## src/rtl/smpq_pkg.sv

```systemverilog
// ----------------------------------------------------------------------------
// smpq_pkg
// Shared types and constants for the stable minimum priority queue.
// ----------------------------------------------------------------------------
package smpq_pkg;

  localparam int unsigned DEPTH     = 16;
  localparam int unsigned MAX_BYTES = 1048576;

  localparam int unsigned PRIO_W  = 16;
  localparam int unsigned ID_W    = 16;
  localparam int unsigned BYTES_W = 21;
  localparam int unsigned OCC_W   = 5;
  localparam int unsigned CNT_W   = $clog2(DEPTH + 1);

  localparam logic OP_PUSH = 1'b0;
  localparam logic OP_POP  = 1'b1;

  typedef enum logic [1:0] {
    ST_PUSHED    = 2'd0,
    ST_DROPPED   = 2'd1,
    ST_POPPED    = 2'd2,
    ST_POP_EMPTY = 2'd3
  } status_t;

  typedef struct packed {
    logic [PRIO_W-1:0]  prio;
    logic [ID_W-1:0]    id;
    logic [BYTES_W-1:0] bytes;
  } entry_t;

  typedef struct packed {
    logic push;
    logic pop;
  } cell_ctl_t;

endpackage

```

## src/rtl/smpq_cell.sv

```systemverilog
// ----------------------------------------------------------------------------
// smpq_cell
// One slot of the sorted chain. On a push it keeps its entry, takes the new
// entry, or takes its left neighbor's entry; on a pop it takes its right
// neighbor's entry.
// ----------------------------------------------------------------------------
module smpq_cell (
  input  logic               clk,
  input  smpq_pkg::cell_ctl_t ctl,
  input  logic               slot_valid,
  input  smpq_pkg::entry_t   new_entry,
  input  smpq_pkg::entry_t   left_entry,
  input  logic               left_go,
  input  smpq_pkg::entry_t   right_entry,
  output smpq_pkg::entry_t   entry,
  output logic               go
);
  import smpq_pkg::*;

  entry_t entry_r;

  // go: the new entry belongs at or before this slot
  assign go    = !slot_valid || (entry_r.prio > new_entry.prio);
  assign entry = entry_r;

  always_ff @(posedge clk) begin
    if (ctl.push && go) begin
      entry_r <= left_go ? left_entry : new_entry;
    end else if (ctl.pop) begin
      entry_r <= right_entry;
    end
  end

endmodule

```

## src/rtl/stable_min_priority_queue.sv

```systemverilog
// ----------------------------------------------------------------------------
// stable_min_priority_queue
// Sorted-list priority queue built as a chain of slot cells; lowest priority
// leaves first, equal priorities leave in arrival order.
// ----------------------------------------------------------------------------
// Usage:
//   Input channel (in_valid / in_stall): one transaction is a push
//   (in_operation = 0, carrying priority, work id and byte count) or a pop
//   (in_operation = 1, other fields ignored). Byte counts above MAX_BYTES
//   are saturated on push.
//   Result channel (out_valid / out_stall): exactly one transaction per input
//   transaction, in order, with status, the popped entry (zero unless
//   popped) and the occupancy after the operation.
//   out_valid rises the cycle after acceptance. While in_stall is low, one
//   item is taken per cycle; every slot cell compares against the new priority
//   and shifts in the same cycle, so the rate is set by that single compare.
//   A push to a full queue is dropped and reported; a pop on empty reports.
//   Reset empties the queue at once; there is no clearing pass.
//   While a result waits under out_stall, in_stall is raised and no further
//   transaction is taken until the result register is free.
// ----------------------------------------------------------------------------
module stable_min_priority_queue (
  input  logic                          clk,
  input  logic                          rst_n,
  input  logic                          in_valid,
  output logic                          in_stall,
  input  logic                          in_operation,
  input  logic [smpq_pkg::PRIO_W-1:0]   in_priority_req,
  input  logic [smpq_pkg::ID_W-1:0]     in_work_id,
  input  logic [smpq_pkg::BYTES_W-1:0]  in_byte_count,
  output logic                          out_valid,
  input  logic                          out_stall,
  output logic [1:0]                    out_status,
  output logic [smpq_pkg::PRIO_W-1:0]   out_priority,
  output logic [smpq_pkg::ID_W-1:0]     out_work_id,
  output logic [smpq_pkg::BYTES_W-1:0]  out_byte_count,
  output logic [smpq_pkg::OCC_W-1:0]    out_occupancy
);
  import smpq_pkg::*;

  logic [CNT_W-1:0] count_r, count_nxt;
  logic             out_valid_r;
  status_t          status_r, status_nxt;
  entry_t           res_r, res_nxt;
  logic [OCC_W-1:0] occ_r;

  logic      accept, is_push, full, empty;
  cell_ctl_t ctl;
  entry_t    new_entry;
  entry_t    cell_entry [DEPTH];
  logic      cell_go    [DEPTH];

  assign in_stall = out_valid_r && out_stall;
  assign accept   = in_valid && !in_stall;
  assign is_push  = (in_operation == OP_PUSH);
  assign full     = (count_r == CNT_W'(DEPTH));
  assign empty    = (count_r == '0);

  assign ctl.push = accept && is_push && !full;
  assign ctl.pop  = accept && !is_push && !empty;

  always_comb begin
    new_entry.prio  = in_priority_req;
    new_entry.id    = in_work_id;
    new_entry.bytes = (32'(in_byte_count) > MAX_BYTES) ? BYTES_W'(MAX_BYTES)
                                                      : in_byte_count;
  end

  for (genvar i = 0; i < DEPTH; i++) begin : g_cell
    localparam logic [CNT_W-1:0] IDX = CNT_W'(i);
    entry_t left_e, right_e;
    logic   left_g;

    if (i == 0) begin : g_first
      assign left_e = new_entry;
      assign left_g = 1'b0;
    end else begin : g_mid
      assign left_e = cell_entry[i-1];
      assign left_g = cell_go[i-1];
    end

    if (i == DEPTH - 1) begin : g_last
      assign right_e = cell_entry[i];
    end else begin : g_inner
      assign right_e = cell_entry[i+1];
    end

    smpq_cell u_cell (
      .clk         (clk),
      .ctl         (ctl),
      .slot_valid  (IDX < count_r),
      .new_entry   (new_entry),
      .left_entry  (left_e),
      .left_go     (left_g),
      .right_entry (right_e),
      .entry       (cell_entry[i]),
      .go          (cell_go[i])
    );
  end

  always_comb begin
    count_nxt  = count_r;
    res_nxt    = '0;
    status_nxt = ST_PUSHED;
    if (is_push) begin
      if (full) begin
        status_nxt = ST_DROPPED;
      end else begin
        count_nxt = count_r + 1'b1;
      end
    end else begin
      if (empty) begin
        status_nxt = ST_POP_EMPTY;
      end else begin
        status_nxt = ST_POPPED;
        res_nxt    = cell_entry[0];
        count_nxt  = count_r - 1'b1;
      end
    end
  end

  always_ff @(posedge clk) begin
    if (!rst_n) begin
      count_r     <= '0;
      out_valid_r <= 1'b0;
    end else begin
      if (accept) begin
        count_r     <= count_nxt;
        out_valid_r <= 1'b1;
      end else if (!out_stall) begin
        out_valid_r <= 1'b0;
      end
    end
  end

  always_ff @(posedge clk) begin
    if (accept) begin
      status_r <= status_nxt;
      res_r    <= res_nxt;
      occ_r    <= OCC_W'(count_nxt);
    end
  end

  assign out_valid      = out_valid_r;
  assign out_status     = status_r;
  assign out_priority   = res_r.prio;
  assign out_work_id    = res_r.id;
  assign out_byte_count = res_r.bytes;
  assign out_occupancy  = occ_r;

  a_count_bound: assert property (@(posedge clk) disable iff (!rst_n)
    count_r <= CNT_W'(DEPTH))
    else $error("entry count above depth");

  a_push_grows: assert property (@(posedge clk) disable iff (!rst_n)
    ctl.push |=> count_r == $past(count_r) + 1'b1)
    else $error("push did not grow the queue");

  a_pop_empty_zero: assert property (@(posedge clk) disable iff (!rst_n)
    (out_valid_r && (status_r == ST_POP_EMPTY || status_r == ST_DROPPED))
      |-> (res_r == '0))
    else $error("non-pop result carries entry data");

  a_empty_pop_holds: assert property (@(posedge clk) disable iff (!rst_n)
    (accept && !is_push && empty) |=> count_r == '0)
    else $error("pop on empty changed count");

endmodule

```

## config.mk

```make
export PLATFORM = sky130hd
export DESIGN_NAME = stable_min_priority_queue
export DESIGN_NICKNAME = d
export VERILOG_FILES = /design/src/rtl/smpq_pkg.sv /design/src/rtl/smpq_cell.sv /design/src/rtl/stable_min_priority_queue.sv
export SDC_FILE = /design/constraint.sdc
export NUM_CORES = 2
export LEC_CHECK = 0
export ABC_CLOCK_PERIOD_IN_PS = 15800
export BUFFER_PORTS_ARGS = -buffer_cell sky130_fd_sc_hd__buf_2
export CORE_MARGIN = 8
export CORE_UTILIZATION = 53
export CTS_BUF_LIST = sky130_fd_sc_hd__clkbuf_4
export CTS_CLUSTER_SIZE = 40
export DETAILED_ROUTE_END_ITERATION = 12
export PLACE_DENSITY = 0.78
export SLEW_MARGIN = 15
export SYNTH_ARGS = -nofsm -noshare
export SYNTH_HDL_FRONTEND = slang
export SYNTH_SLANG_ARGS = --single-unit
```

## constraint.sdc

```tcl
create_clock -name clk -period 15.8 [get_ports clk]
set_input_delay 2.37 -clock clk [delete_from_list [all_inputs] [get_ports clk]]
set_output_delay 2.37 -clock clk [all_outputs]
set_load 0.02 [all_outputs]
```

==> metrics.md <==
| Metric | Value |
|---|---|
| Status | completed |
| Clk_lat worst skew | around 1.2 ns |
| Clock skew | 0.0918 ns |
| Syn nets | between 5000 and 6000 |
| Remaining DRCs | 0 |
| Starting Density | 0.534 |
| Post-synth EDFFs | 908 |
| Crit-path leading delay family | simple AND/OR/NAND/NOR gates |
| Synth top area share | 0.539 |
| Postcts setup bufs | 0 |
| DR iter-0 viols | approximately 5400 |
| Detailed-route wire length | 152000 um |
| Worst setup path start | in_priority_req[11] |
| Sequential share of the synthesized area | 0.541 |
| Layout Utilization | 0.580 |
| Synth Cell Area | roughly 51000 um^2 |
| Post-Syn Instances | 4940 |
| Pleak | ~21 nW |
| Seq cells post-synth | approximately 910 |
| Startpoint class of the critical path | input port |
| H-Tree Depth | 4 |
| Hold Buf Count CTS | 0 |
| Resized cells post-CTS | 0 |
| Min-delay src | g_cell[9].u_cell.entry[19]$_DFFE_PP_ |
| Maximum vdd drop | roughly 0.083 mV |
| Synth area leader | edfxtp_1 |
| Buffer and inverter count on the worst path | 3 |
| Cell variety after synth | between 70 and 80 |
| Reg2reg setup slack | roughly 11 ns |
| Die height | roughly 330 um |
| DRT antenna net count | 0 |
| Synthesized area per cell | between 10 and 15 um^2 |
| CP Capture Type | flip-flop |
| Max-cap violations | 0 |
| CTS clk-pin slew, worst paths | ~0.060 ns |
| Core Box Area | about 95000 um^2 |
| Final Max Tran Viols | 0 |
| CP max-delay cell | and2_4 |
| Area growth syn-to-layout | 8.70% |
| Crit-path max cell delay | 0.77 ns |
| WL/cell | 23.6 um |
| Vias in the first global route | roughly 40000 |
| Total gr overflow | 0 |
| DIE AREA | between 100000 and 150000 um^2 |
| Routed vias/inst | 6.36 |
| Fin crit share | 0.403 |
| Critical Path AT | roughly 7 ns |
| Final min period | roughly 6.4 ns |
| Crit path kind | input port to flip-flop |
| # clock sinks | between 900 and 1000 |
| PwrDens | 119 nW/um^2 |
| Clk buf depth | 3 |
| Required time worst endpoint | 16.57 ns |
| Final TNS setup | 0 ns |
| Largest net degree at the start of global routing | 91 |
| Worst Hold Class | flip-flop to flip-flop |
| Gr usage total | 0.278 |
| Asr flop ratio synth | 0 |
| Post-DP HPWL | 95900 um |
| CTS tree | yes |
| Initial antenna violation count | 2 |
| Placer Congestion | between 0.9 and 1 |
| Vias | around 41000 |
| Primary FF master, synth | edfxtp_1 |
| Normalized max-slew margin | 0.199 |
| Drt pass-1 iters | 8 |
| RSZ-0062 raised after global routing | false |
| Slew of the pin with the lowest slew margin | 1.20 ns |
| I/O pin count | 120 |
| Top cells by area, synth | edfxtp_1 54%, nand2_1 6.6%, ha_1 6.4% |
| Nets@finish | between 5000 and 6000 |
| CP Max Fanout | 56 |
| Crit path cell chain | buf_2 -> inv_1 -> ha_1 -> and4_1 -> nand2_1 -> a211oi_1 -> o31a_2 -> and2_4 -> nand2b_2 -> buf_4 |
| Fmax | roughly 160 MHz |
| Hold Fails Final Rpt | 0 |
| Final setup viols | 0 |
| Die X | roughly 330 um |
| Layout cell share with drive strength beyond 1 | 0.135 |
| Global-route wire length before repair | roughly 230000 um |
| Number of port buffers | 119 |
| Launching point of the worst reg2reg path | g_cell[7].u_cell.entry[48]$_DFFE_PP_ |
| Yosys warns | 0 |
| Total CTS buffers | between 200 and 250 |
| CTS Root Cell | clkbuf_4 |
| Rows | approximately 110 |
[registers in the layout, summed over array words and instances, names as in the netlist]
signal	count
count_r	5
g_cell.u_cell.entry	848
out_byte_count	21
out_occupancy	5
out_priority	16
out_status	2
out_valid	1
out_work_id	16
[tightest hold or removal path: stages (launching register included)]
cell	delay, ns
edfxtp_1	0.36
nand2_1	0.05
o21ai_0	0.06
[cells in the mapped netlist (all sizes together), types with 3 or more instances]
cell,n
nor2,650
nand2b,19
a211oi,25
nor3b,5
nand3,41
buf,158
o31a,4
o21a,9
o31ai,7
a21o,23
mux2,81
a21boi,13
nand4,48
mux2i,310
dfxtp,6
and4,5
a21oi,446
a211o,4
a2111o,5
o21ai,229
edfxtp,908
clkbuf,233
or3,6
a31oi,302
nor3,26
nor2b,38
and2,62
o211ai,13
ha,259
o211a,5
or3b,3
nand2,893
o221a,22
nor4,11
inv,42
[cell type report]
type / instances / area, um^2
clock inverter: 79 / 499
antenna: 8 / 20.0
inverter: 42 / 159
fill: 7936 / 39800
tap: 1265 / 1580
clock buffer: 332 / 2490
timing repair buffer: 197 / 1190
sequential: 914 / 27400
multi-input combinational: 3593 / 21700
[power by group]
part	internal (mW)	switching [mW]
combinational	0.392	0.838
sequential	3.05	0.177
clock	1.05	1.05
total	4.49	2.06
[path summary, 6_finish.rpt]
path | end | cells past startpoint
worst max-delay path | g_cell[7].u_cell.entry[45]$_DFFE_PP_ | 10
worst min-delay path | g_cell[8].u_cell.entry[19]$_DFFE_PP_ | 2
worst max register to register | g_cell[7].u_cell.entry[45]$_DFFE_PP_ | 8
worst min register to register | g_cell[8].u_cell.entry[19]$_DFFE_PP_ | 2
[metrics by stage]
stage               instances  area (um^2)  power (mW)  hold WS [ns]  setup WS [ns]
finish                   6430        55000        6.55         0.498           9.43
global route             6426        55000        6.82         0.556           9.27
detailed placement       6011        52000        4.47         0.536           8.41
global placement         6010        52000        4.42         0.525           8.48
floorplan                4940        50600        4.05         0.521           7.35
CTS                      6422        55000        6.54         0.488           9.62
[kinds of logic after synthesis]
group	Yosys count	share of synthesized area
AO/OA/AOI/OAI	1123	0.130
XOR/XNOR	4	0.000692
adder cells (fa/ha/maj)	259	0.0640
buffers and inverters	433	0.0380
flip-flops	914	0.541
multiplexers	391	0.0793
AND/OR/NAND/NOR	1816	0.147
[routing by layer]
layer  vias to the layer above  global-route usage  wire [um]
met5                         -                   0          0
met4                         0               0.115       5660
met3                       402              0.0637      18700
met2                      2746               0.426      66800
met1                     19600               0.380      60700
li1                      18200                   -          -
[placed cells by master (no fill, tap or decap), types with 23 or more instances in the layout]
cell,count
clkinv_1,54
buf_4,77
mux2i_1,310
a21oi_1,444
o21ai_0,198
edfxtp_1,908
nor3_1,26
nor2_1,643
ha_1,259
mux2_2,58
inv_1,41
a31oi_1,299
mux2_1,23
buf_2,119
nand3_1,39
a211oi_1,24
nand2_1,883
clkbuf_4,332
a21o_1,23
nand4_1,48
nor2b_1,34
and2_1,57
Note: power is estimated with default switching activity, not from simulation.
